==> config.mk <==
export PLATFORM = sky130hd
export DESIGN_NAME = particle_sensor_frame_parser
export DESIGN_NICKNAME = d
export VERILOG_FILES = /design/src/rtl/core/psfp_pkg.sv /design/src/rtl/core/particle_sensor_frame_parser.sv
export SDC_FILE = /design/constraint.sdc
export NUM_CORES = 1
export LEC_CHECK = 0
export BUFFER_PORTS_ARGS = -buffer_cell sky130_fd_sc_hd__buf_4
export CAP_MARGIN = 20
export CORE_MARGIN = 2
export CORE_UTILIZATION = 65
export CTS_CLUSTER_DIAMETER = 150
export CTS_CLUSTER_SIZE = 28
export DETAILED_ROUTE_END_ITERATION = 10
export PLACE_DENSITY = 0.83
export SLEW_MARGIN = 10
export SYNTH_ARGS = -nofsm -noshare
export SYNTH_HDL_FRONTEND = slang
export SYNTH_SLANG_ARGS = --single-unit
==> constraint.sdc <==
create_clock -name clk_i -period 7.1 [get_ports clk_i]
set_input_delay 1.065 -clock clk_i [delete_from_list [all_inputs] [get_ports clk_i]]
set_output_delay 1.065 -clock clk_i [all_outputs]
set_load 0.01 [all_outputs]
==> src/rtl/core/psfp_pkg.sv <==
// Shared constants and types for the particle sensor frame parser.
// No dependencies.
package psfp_pkg;

  // Frame geometry
  localparam int FRAME_BYTES   = 32;
  localparam int MAX_WORDS     = 14;
  localparam int PAYLOAD_WORDS = ((FRAME_BYTES - 4) / 2) < MAX_WORDS ?
                                 ((FRAME_BYTES - 4) / 2) : MAX_WORDS;
  localparam int POS_W         = $clog2(FRAME_BYTES);
  localparam int IDX_W         = 4;
  localparam int WORD_W        = 16;

  // Start pair
  localparam logic [7:0] START_FIRST  = 8'h42;
  localparam logic [7:0] START_SECOND = 8'h4D;

  // Result status codes
  localparam logic STATUS_OK  = 1'b0;
  localparam logic STATUS_ERR = 1'b1;

  typedef enum logic [2:0] {
    ST_HUNT,
    ST_FIRST,
    ST_COLLECT,
    ST_READ,
    ST_LOAD
  } psfp_state_e;

endpackage

==> src/rtl/core/particle_sensor_frame_parser.sv <==
// Particle sensor frame parser: start-pair hunt, checksum and word store.
// Depends on psfp_pkg.
//
// After the last frame byte a checksum error word is shown the next cycle; on a
// good frame each payload word goes through ST_READ (word store read port) and
// ST_LOAD (output register), and output stalls hold it in ST_LOAD.
// Throughput: one byte per cycle while parsing; no byte is taken while words
// are emitted or a result waits. Reset (async, active low) returns to hunting.
module particle_sensor_frame_parser
  import psfp_pkg::*;
(
  input  logic                clk_i,
  input  logic                rst_ni,
  input  logic                rx_valid_i,
  output logic                rx_stall_o,
  input  logic [7:0]          rx_byte_i,
  output logic                res_valid_o,
  input  logic                res_stall_i,
  output logic [IDX_W-1:0]    word_index_o,
  output logic [WORD_W-1:0]   word_value_o,
  output logic                status_o,
  output logic                last_o
);

  localparam logic [POS_W-1:0] POS_LAST   = POS_W'(FRAME_BYTES - 1);
  localparam logic [POS_W-1:0] POS_SUMEND = POS_W'(FRAME_BYTES - 2);
  localparam logic [POS_W-1:0] POS_WRMAX  = POS_W'(FRAME_BYTES - 3);
  localparam logic [POS_W-1:0] POS_WR0    = POS_W'(3);
  localparam logic [IDX_W-1:0] IDX_LAST   = IDX_W'(PAYLOAD_WORDS - 1);
  localparam logic [WORD_W-1:0] SUM_START = WORD_W'(START_FIRST) + WORD_W'(START_SECOND);

  psfp_state_e           state_q, state_d;
  logic [POS_W-1:0]      pos_q, pos_d;
  logic [WORD_W-1:0]     sum_q, sum_d;
  logic [7:0]            pend_q, pend_d;
  logic [IDX_W-1:0]      rd_idx_q, rd_idx_d;

  logic                  res_valid_q, res_valid_d;
  logic [IDX_W-1:0]      res_idx_q, res_idx_d;
  logic [WORD_W-1:0]     res_word_q, res_word_d;
  logic                  res_status_q, res_status_d;
  logic                  res_last_q, res_last_d;

  // Word store
  logic [WORD_W-1:0]     mem_q [MAX_WORDS];
  logic [WORD_W-1:0]     rdata_q;
  logic                  rd_en;
  logic                  wr_en;
  logic [POS_W-1:0]      wr_k;
  logic [WORD_W-1:0]     wr_word;

  logic                  rx_take;
  logic                  slot_free;

  assign rx_stall_o = res_valid_q ||
                      !(state_q == ST_HUNT || state_q == ST_FIRST || state_q == ST_COLLECT);
  assign rx_take    = rx_valid_i && !rx_stall_o;
  assign slot_free  = !res_valid_q || !res_stall_i;

  // Payload word address for the current byte position
  assign wr_k    = (pos_q - POS_WR0) >> 1;
  assign wr_word = {pend_q, rx_byte_i};

  // Next state, parse and emit sequencing
  always_comb begin
    state_d      = state_q;
    pos_d        = pos_q;
    sum_d        = sum_q;
    pend_d       = pend_q;
    rd_idx_d     = rd_idx_q;
    res_valid_d  = res_valid_q && res_stall_i;
    res_idx_d    = res_idx_q;
    res_word_d   = res_word_q;
    res_status_d = res_status_q;
    res_last_d   = res_last_q;
    rd_en        = 1'b0;
    wr_en        = 1'b0;
    unique case (state_q)
      ST_HUNT, ST_FIRST: begin
        if (rx_take) begin
          if (state_q == ST_FIRST && rx_byte_i == START_SECOND) begin
            state_d = ST_COLLECT;
            pos_d   = POS_W'(2);
            sum_d   = SUM_START;
            pend_d  = rx_byte_i;
          end else if (rx_byte_i == START_FIRST) begin
            state_d = ST_FIRST;
            pos_d   = POS_W'(1);
          end else begin
            state_d = ST_HUNT;
            pos_d   = '0;
            sum_d   = '0;
          end
        end
      end
      ST_COLLECT: begin
        if (rx_take) begin
          if (pos_q >= POS_LAST) begin
            // frame complete: check sum against trailing big-endian checksum
            pos_d = '0;
            sum_d = '0;
            if (wr_word != sum_q) begin
              state_d      = ST_HUNT;
              res_valid_d  = 1'b1;
              res_idx_d    = '0;
              res_word_d   = '0;
              res_status_d = STATUS_ERR;
              res_last_d   = 1'b1;
            end else begin
              state_d  = ST_READ;
              rd_idx_d = '0;
            end
          end else begin
            if (pos_q < POS_SUMEND) begin
              sum_d = sum_q + WORD_W'(rx_byte_i);
            end
            wr_en  = pos_q[0] && pos_q >= POS_WR0 && pos_q <= POS_WRMAX &&
                     int'(wr_k) < MAX_WORDS;
            pend_d = rx_byte_i;
            pos_d  = pos_q + POS_W'(1);
          end
        end
      end
      ST_READ: begin
        rd_en   = 1'b1;
        state_d = ST_LOAD;
      end
      ST_LOAD: begin
        if (slot_free) begin
          res_valid_d  = 1'b1;
          res_idx_d    = rd_idx_q;
          res_word_d   = rdata_q;
          res_status_d = STATUS_OK;
          res_last_d   = (rd_idx_q == IDX_LAST);
          if (rd_idx_q == IDX_LAST) begin
            state_d = ST_HUNT;
          end else begin
            rd_idx_d = rd_idx_q + IDX_W'(1);
            state_d  = ST_READ;
          end
        end
      end
      default: begin
        state_d = ST_HUNT;
      end
    endcase
  end

  // Control registers
  always_ff @(posedge clk_i or negedge rst_ni) begin
    if (!rst_ni) begin
      state_q     <= ST_HUNT;
      pos_q       <= '0;
      sum_q       <= '0;
      pend_q      <= '0;
      rd_idx_q    <= '0;
      res_valid_q <= 1'b0;
    end else begin
      state_q     <= state_d;
      pos_q       <= pos_d;
      sum_q       <= sum_d;
      pend_q      <= pend_d;
      rd_idx_q    <= rd_idx_d;
      res_valid_q <= res_valid_d;
    end
  end

  // Output word register
  always_ff @(posedge clk_i) begin
    res_idx_q    <= res_idx_d;
    res_word_q   <= res_word_d;
    res_status_q <= res_status_d;
    res_last_q   <= res_last_d;
  end

  // Word store: write while parsing, registered read while emitting
  always_ff @(posedge clk_i) begin
    if (wr_en) begin
      mem_q[IDX_W'(wr_k)] <= wr_word;
    end
    if (rd_en) begin
      rdata_q <= mem_q[rd_idx_q];
    end
  end

  assign res_valid_o  = res_valid_q;
  assign word_index_o = res_idx_q;
  assign word_value_o = res_word_q;
  assign status_o     = res_status_q;
  assign last_o       = res_last_q;

  // Checks
  a_no_rx_while_emit: assert property (@(posedge clk_i) disable iff (!rst_ni)
    rx_take |-> !(state_q == ST_READ || state_q == ST_LOAD))
    else $error("byte taken while emitting words");

  a_err_single: assert property (@(posedge clk_i) disable iff (!rst_ni)
    (res_valid_o && status_o == STATUS_ERR) |-> (last_o && word_index_o == '0 &&
                                                word_value_o == '0))
    else $error("checksum error result malformed");

  a_ok_index: assert property (@(posedge clk_i) disable iff (!rst_ni)
    (res_valid_o && status_o == STATUS_OK) |-> (word_index_o <= IDX_LAST &&
                                               last_o == (word_index_o == IDX_LAST)))
    else $error("payload word index out of range");

  a_back_to_hunt: assert property (@(posedge clk_i) disable iff (!rst_ni)
    (res_valid_o && !res_stall_i && last_o) |-> (state_q == ST_HUNT && pos_q == '0))
    else $error("parser not hunting after frame end");

endmodule

==> results of run 1 <==
[path summary, 6_finish.rpt]
kind	cells after the start	start	slack [ns]	to
hold reg to reg	2	sum_q[4]	0.50	sum_q[4]
min in group asynchronous	1	rst_ni	0.53	sum_q[2]
setup / recovery	9	pos_q[0]	2.95	mem_q[3][9]
hold / removal	2	sum_q[4]	0.50	sum_q[4]
max in group asynchronous	1	rst_ni	6.16	rd_idx_q[0]
setup reg to reg	9	pos_q[0]	2.95	mem_q[3][9]
[cell families (layout without fill, tap and decap cells)]
family                     Yosys count  after routing  synth area share
AOI/OAI and AO/OA                   85             85           0.04566
xor gates and xnor gates            18             18           0.01279
adders and majority gates           14             14           0.01482
buffers and inverters               46             86           0.01532
DFF                                299            299            0.7131
muxes                               88             88            0.1388
and+or+nand+nor                    142            142           0.05946
[through the flow]
step	setup slack, ns	power, mW	hold WS (ns)
floorplan	3.472	2.753	0.4526
CTS	2.940	3.893	0.5067
global placement	3.060	2.962	0.4667
detailed placement	2.958	3.003	0.4830
global route	2.779	4.035	0.5212
finish	2.951	3.895	0.5019
[report_power, final]
group	total, mW	leakage (nW)	switching, mW	internal (mW)
clock network	0.916	0.200	0.513	0.402
logic	0.643	1.42	0.384	0.259
registers	2.34	2.79	0.197	2.14
[state kept, by name, summed over array words and instances (netlist names)]
signal and flops:
pend_q 8, word_value_o 16, word_index_o 4, status_o 1, last_o 1, pos_q 5, res_valid_o 1, sum_q 16
state_q 3, rdata_q 16, rd_idx_q 4, mem_q 224
[metal layers]
| metal | routed length, um | track usage | share of wire |
|---|---|---|---|
| met5 | 0 | 0 | 0 |
| met4 | 382 | 0.05526 | 0.014 |
| met3 | 1845 | 0.03645 | 0.069 |
| met2 | 13950 | 0.4750 | 0.52 |
| met1 | 10410 | 0.3883 | 0.39 |
[placed cells by master, fill, tap and decap left out, types with 8 or more instances in the layout]
cell / count
sky130_fd_sc_hd__edfxtp_1: 262
sky130_fd_sc_hd__mux4_2: 64
sky130_fd_sc_hd__buf_4: 52
sky130_fd_sc_hd__dfrtp_1: 35
sky130_fd_sc_hd__nand2_1: 34
sky130_fd_sc_hd__nor2_1: 33
sky130_fd_sc_hd__and3_1: 24
sky130_fd_sc_hd__mux2_2: 24
sky130_fd_sc_hd__o21ai_0: 21
sky130_fd_sc_hd__a21oi_1: 19
sky130_fd_sc_hd__xnor2_1: 15
sky130_fd_sc_hd__clkbuf_16: 15
sky130_fd_sc_hd__ha_1: 13
sky130_fd_sc_hd__inv_1: 10
sky130_fd_sc_hd__a21o_1: 8
sky130_fd_sc_hd__nand3_1: 8
sky130_fd_sc_hd__clkbuf_1: 8
[area by class of cell]
cell class                 count  share of cell area
clock inverter                 1           0.0008473
tap                          234             0.02203
multi-input combinational    347              0.2524
timing repair buffer          52             0.02937
inverter                      10            0.002824
clock buffer                  23             0.03050
sequential                   299              0.6620
[Yosys cell counts, drive strengths merged (8+ instances only)]
library cell    n
mux2           24
a21o            8
inv            10
dfrtp          37
xnor2          15
and3           24
edfxtp        262
ha             13
nand2          34
nor2           33
a21oi          19
mux4           64
o21ai          22
clkbuf         30
nand3           8
[tightest hold or removal path, delay by kind of cell, from the launching register on]
family / cells / cell delay, ns
DFF: 1 / 0.36
and+or+nand+nor: 1 / 0.05
AOI/OAI and AO/OA: 1 / 0.06
==> out/results.env, run 1 <==
POST_CTS_HOLD_BUFFER_COUNT=0
WORST_PATH_DOMINANT_CELL_FAMILY='simple AND/OR/NAND/NOR gates'
TIMING.CRITICAL_PATH.TO_TYPE='flip-flop'
FINAL_DESIGN_AREA_NO_FILL_UM2=13290
FLOORPLAN.DIE.WIDTH_UM=141.7
PLACE.GP.CONGESTION=0.8543
SLEW_AT_THE_PIN_WITH_THE_WORST_MAX_SLEW_SLACK_NS=1.124
POWER.DENSITY_nW_PER_UM2=293.0
PLACEABLE_CORE_AREA_UM2=18640
SYN-INSTANCE-COUNT=692
AREA_GROWTH_SYN_TO_LAYOUT_PCT=7.782
POSTSYNTHAREAPERCELL_UM2=17.82
YOSYS_MOST_USED_DFF='sky130_fd_sc_hd__edfxtp_1'
FINALHOLDVIOLATIONS=0
CRITPATHMAXSTAGEDELAY_NS=0.83
CLOCK.FMAX_MHz=241.0
GRT_REMAINING_OVERFLOW=0
CRITICAL-PATH-SLOWEST-CELL='sky130_fd_sc_hd__nor2_1'
CRITICAL_PATH.MAX_FANOUT=12
DR_TOTAL_VIAS=6606
CTS.SINKS=299
LAYOUT.AREA.SEQ_UM2=8798
VIA_COUNT_OF_THE_FIRST_GLOBAL_ROUTING_PASS=6640
FINAL_NET_COUNT=750
NUMBER_OF_NETS_PRODUCED_BY_SYNTHESIS=718
TRITONCTS.NUM_BUFFERS=14
CRIT_CHAIN='ha_1 > and3_1 > ha_1 > or4b_4 > nor4_1 > nor2b_1 > nand2_1 > nor2_1 > buf_4'
MIN-DELAY-PATH-CLASS='reg2reg'
POST-PLACE-CELLS=942
OUTCOME='finished clean'
START_UTIL=0.6614
POST_ROUTE_CELLS_DRIVE_ABOVE_1_SHARE=0.2227
DRT.ANTENNA.VIOLATING_NETS=0
FIN_CRIT_SH=0.5844
DIE_HEIGHT_UM=141.7
PLACEMENT_STAGE_CELL_AREA_UM2=12870
SLEW_LIMIT_HEADROOM=0.2508
TIMING.SETUP.CRITICAL_PATH_CLASS='reg2reg'
HPWLAFTERDP_UM=16710
DETAILEDROUTE.FIRSTPASSITERATIONCOUNT=5
POST_CTS.REPAIR.SETUP_BUFFERS=0
ASYNC_FLOP_SHARE=0.1237
YOSYS_WARNINGS=0
POWER.IR.VDD_WORST_uV=200.0
YS_TYPES=56
ANTENNA_VIOLATIONS_BEFORE_REPAIR=0
GRT_MAX_DEGREE=49
CLOCK_INSERTION_DELAY_WORST_SKEW_NS=0.49
POST_SYNTH_INSTANCE_AREA_UM2=12330
GROUTE.USAGE.OVERALL=0.2753
WIRE_LENGTH_OF_THE_FIRST_GLOBAL_ROUTING_PASS_UM=40330
TIMING.FINAL.SETUP_VIOLATIONS=0
FILLCELLCOUNT=1144
TIMING.CRITICAL_PATH.ARRIVAL_NS=4.36
SYNTHTOPCELLSBYAREA='sky130_fd_sc_hd__edfxtp_1 (64%), sky130_fd_sc_hd__mux4_2 (12%), sky130_fd_sc_hd__dfrtp_1 (7.5%), sky130_fd_sc_hd__mux2_2 (2.2%), sky130_fd_sc_hd__ha_1 (1.3%)'
WIRE_LENGTH_PER_CELL_UM=27.53
WORST_PATH_MOST_REPEATED_CELL='sky130_fd_sc_hd__ha_1'
FINALCRITICALPERIOD_NS=4.149
TNS_NS=0
DRTITER0DRC=665
FIN_WORST_SKEW_NS=0.01280
MAXCAPVIOLCOUNT=0
SYNTH_LARGEST_AREA_CELL='sky130_fd_sc_hd__edfxtp_1'
PORT_BUFFERS=35
CTS-RESIZED-GATES=0
CTS_ROOT_BUFFER='sky130_fd_sc_hd__clkbuf_16'
FINAL_MAX_SLEW_VIOL_COUNT=0
SYNTH_TOP_CELL_AREA_SHARE=0.6381
STD_CELL_ROWS=50
SYNTH-EDFF-COUNT=262
PATH_BUF_INV=1
ANT_CELLS=0
TRITONCTS='built'
NUM_IO_PINS=36
LAYOUT.CORE_UTILIZATION=0.7129
SETUP.WORST_PATH.START_CLASS='flip-flop'
GRT_SETUP_UNREPAIRED='false'
MEAN_NUMBER_OF_VIAS_PER_CELL=6.839
TIMING.CRITICAL_PATH.REQUIRED_NS=7.31
CTS.PATH.MAX_BUFFERS=3
DESIGN.DIE.AREA_UM2=20090
SYNTH_SEQ_AREA_SHARE=0.7131
CTS.CLK_SLEW.WORST_PATHS_NS=0.10
HTREE_NUM_LEVELS=1
AREA_TAKEN_BY_MULTI_INPUT_LOGIC_GATES_UM2=3354
SYNTH_SEQ_CELLS=299
TOTALWIRELENGTH_UM=26590
POWER.LEAKAGE_nW=4.402
POST_LAYOUT_NONFILLER_INSTANCES=966
DETAIL_ROUTE.DRC_VIOLATIONS=0
Power figures use the tool's default switching activity.
==> run 2, diff against run 1 <==
ABC_AREA = 1   (was not set)
CORE_UTILIZATION = 56   (was 65)
PLACE_DENSITY = 0.76   (was 0.83)
clock period = 3.7 ns   (was 7.1 ns; I/O delays follow)
==> run 2 against run 1 <==
Against the previous run:
- first-iteration DRC count up 34%
- cell count up 48%
- combinational power up 110%
- core utilization down 9.9 points
- critical path depth up 3
- design area up 4.0%
- clock skew up 0.0040 ns
- sequential share of layout area down 2.6 points
- hold slack worse by 0.49 ns
- critical path type unchanged
- largest power group unchanged
==> out/results.env, run 2 <==
OUTCOME='finished clean'
WORST_REG2REG_STARTPOINT='pos_q[0]'
LARGEST_REGISTER_FFS=224
SLEW_LIMIT_HEADROOM=0.3935
FINAL_MAX_SLEW_VIOL_COUNT=0
PLACE.GP.CONGESTION=0.8573
MEAN_NUMBER_OF_VIAS_PER_CELL=5.940
SYNTHTOPCELLSBYAREA='sky130_fd_sc_hd__edfxtp_1 (62%), sky130_fd_sc_hd__dfrtp_1 (7.3%), sky130_fd_sc_hd__nor2_1 (5.4%), sky130_fd_sc_hd__nand2_1 (4.8%), sky130_fd_sc_hd__o21ai_0 (4.5%)'
FIN_CRIT_SH=0.7918
FINAL_NET_COUNT=1160
HPWLAFTERDP_UM=18590
DESIGN.DIE.AREA_UM2=23950
HTREE_NUM_LEVELS=1
FLOORPLAN.DIE.WIDTH_UM=154.8
DP_WORST_SETUP_SLACK_NS=0.7901
TIMING.FINAL.SETUP_VIOLATIONS=0
DR_TOTAL_VIAS=8477
POWER.IR.VDD_WORST_uV=362.0
SYNTH_SEQ_AREA_SHARE=0.6909
DRTITER0DRC=894
SYNTH.MOST_COMMON_CELL='sky130_fd_sc_hd__edfxtp_1'
FILLCELLCOUNT=1742
TRITONCTS.NUM_BUFFERS=14
PLACEMENT_STAGE_CELL_AREA_UM2=13410
TIMING.SETUP.CRITICAL_PATH_CLASS='reg2reg'
REGMOSTFLOPS='mem_q'
POST_CTS.REPAIR.SETUP_BUFFERS=0
CTS_ROOT_BUFFER='sky130_fd_sc_hd__clkbuf_16'
CLOCK_INSERTION_DELAY_WORST_SKEW_NS=0.50
SYNTH_LARGEST_AREA_CELL='sky130_fd_sc_hd__edfxtp_1'
YS_TYPES=45
TIMING.CRITICAL_PATH.TO_TYPE='flip-flop'
SETUP.WORST_PATH.START_CLASS='flip-flop'
POWER.TOTAL_mW=7.360
CP-STARTPOINT='pos_q[0]'
ASYNC_FLOP_SHARE=0.1237
FIN_WORST_SKEW_NS=0.01675
START_UTIL=0.5656
TIMING.CRITICAL_PATH.REQUIRED_NS=3.91
FINALHOLDVIOLATIONS=0
WIRE_LENGTH_OF_THE_FIRST_GLOBAL_ROUTING_PASS_UM=45150
FIN_WS_NS=0.7704
POWER.DENSITY_nW_PER_UM2=532.4
MAXCAPVIOLCOUNT=0
SYNTH-EDFF-COUNT=262
TIMING.CRITICAL_PATH.ARRIVAL_NS=3.14
DETAIL_ROUTE.DRC_VIOLATIONS=0
GROUTE.USAGE.OVERALL=0.2463
GRT_REMAINING_OVERFLOW=0
CTS.SINKS=299
YS_TOP_CELLS_BY_COUNT='sky130_fd_sc_hd__edfxtp_1 (262), sky130_fd_sc_hd__nor2_1 (182), sky130_fd_sc_hd__nand2_1 (163), sky130_fd_sc_hd__o21ai_0 (115), sky130_fd_sc_hd__inv_1 (67)'
STD_CELL_ROWS=55
POWER.LEAKAGE_nW=5.078
LAYOUT_COMMONEST_CELL='sky130_fd_sc_hd__edfxtp_1'
ANTENNA_VIOLATIONS_BEFORE_REPAIR=0
POST_CTS_HOLD_BUFFER_COUNT=0
PLACEABLE_CORE_AREA_UM2=22500
CTS.PATH.MAX_BUFFERS=3
CLOCK.FMAX_MHz=341.3
CRITICAL_PATH.MAX_FANOUT=10
GRT_MAX_DEGREE=42
TNS_NS=0
NUMBER_OF_NETS_PRODUCED_BY_SYNTHESIS=1126
VIA_COUNT_OF_THE_FIRST_GLOBAL_ROUTING_PASS=8098
PORT_BUFFERS=35
CTS-RESIZED-GATES=0
SYN-INSTANCE-COUNT=1100
POST_LAYOUT_NONFILLER_INSTANCES=1427
YOSYS_WARNINGS=0
YOSYS_MOST_USED_DFF='sky130_fd_sc_hd__edfxtp_1'
DETAILEDROUTE.FIRSTPASSITERATIONCOUNT=5
MOST-COMMON-LAYOUT-CELLS='sky130_fd_sc_hd__edfxtp_1 (262), sky130_fd_sc_hd__nor2_1 (174), sky130_fd_sc_hd__nand2_1 (163), sky130_fd_sc_hd__o21ai_0 (115), sky130_fd_sc_hd__inv_1 (67)'
CTS.CLK_SLEW.WORST_PATHS_NS=0.10
DIE_HEIGHT_UM=154.8
WIRE_LENGTH_PER_CELL_UM=20.45
SYNTH_TOP_CELL_AREA_SHARE=0.6182
POST-PLACE-CELLS=1403
SYNTH_SEQ_CELLS=299
FINALCRITICALPERIOD_NS=2.930
POST_SYNTH_INSTANCE_AREA_UM2=12730
WORSTREGTOREGCELLS=12
FINAL_DESIGN_AREA_NO_FILL_UM2=13820
DRT.ANTENNA.VIOLATING_NETS=0
ANT_CELLS=0
POSTSYNTHAREAPERCELL_UM2=11.57
SLEW_AT_THE_PIN_WITH_THE_WORST_MAX_SLEW_SLACK_NS=0.9076
AREA_GROWTH_SYN_TO_LAYOUT_PCT=8.612
MIN-DELAY-PATH-CLASS='in2async'
TRITONCTS='built'
POST_ROUTE_CELLS_DRIVE_ABOVE_1_SHARE=0.1103
NUM_IO_PINS=36
GRT_SETUP_UNREPAIRED='false'
TOTALWIRELENGTH_UM=29190
-- run 2: power by group --
group / total, mW / switching [mW] / leakage [nW] / internal [mW]
combinational: 1.33 / 0.895 / 2.05 / 0.434
clock: 1.76 / 0.992 / 0.200 / 0.772
sequential: 4.27 / 0.218 / 2.83 / 4.05
-- run 2: per-layer routing --
metal / up-vias / share of wire / GRT usage
li1: 3938 / - / -
met2: 380 / 0.49 / 0.4145
met4: 0 / 0.027 / 0.07672
met3: 52 / 0.076 / 0.03474
met1: 4107 / 0.41 / 0.3369
met5: - / 0 / 0
-- run 2: final timing paths --
check | endpoint | slack (ns)
min | pos_q[4] | 0.008
max reg2reg | mem_q[6][7] | 0.77
min reg2reg | pos_q[3] | 0.50
max | mem_q[6][7] | 0.77
min in group clk_i | res_valid_o | 0.31
max in group asynchronous | rd_idx_q[0] | 3.31
-- run 2: kinds of logic after synthesis --
| logic type | after synthesis | synth area share |
|---|---|---|
| compound gates | 221 | 0.1009 |
| xor+xnor | 14 | 0.009634 |
| fa+ha+maj | 14 | 0.01435 |
| buf+inv | 121 | 0.03863 |
| flops | 299 | 0.6909 |
| simple gates | 431 | 0.1456 |
-- run 2: cell type report --
cell class | count | area, um2 | share of cell area
tap | 285 | 356.6 | 0.02580
multi-input combinational | 680 | 3466 | 0.2507
timing repair buffer | 66 | 508.0 | 0.03675
clock buffer | 23 | 405.4 | 0.02933
sequential | 299 | 8796 | 0.6363
clock inverter | 1 | 11.26 | 0.0008146
inverter | 73 | 280.3 | 0.02028
-- run 2: critical path, cell delays in order, from the launching register on --
cell and delay [ns]:
sky130_fd_sc_hd__dfrtp_1 0.47, sky130_fd_sc_hd__ha_1 0.25, sky130_fd_sc_hd__nand2_1 0.08, sky130_fd_sc_hd__nor2_1 0.05, sky130_fd_sc_hd__ha_1 0.22, sky130_fd_sc_hd__nor2_4 0.18, sky130_fd_sc_hd__nand2_4 0.13, sky130_fd_sc_hd__clkinv_2 0.16
sky130_fd_sc_hd__nand4_4 0.12, sky130_fd_sc_hd__nor2_4 0.16, sky130_fd_sc_hd__nand2_2 0.12, sky130_fd_sc_hd__nor2_2 0.45, sky130_fd_sc_hd__buf_4 0.26
-- run 2: stage by stage --
| stage | hold slack, ns | utilization |
|---|---|---|
| after floorplan | 0.2594 | - |
| after global placement | 0.4716 | 0.5958 |
| after detailed placement | 0.4715 | 0.5958 |
| after CTS | 0.02061 | 0.6143 |
| after global routing | 0.04169 | 0.6143 |
| final | 0.008266 | 0.6143 |
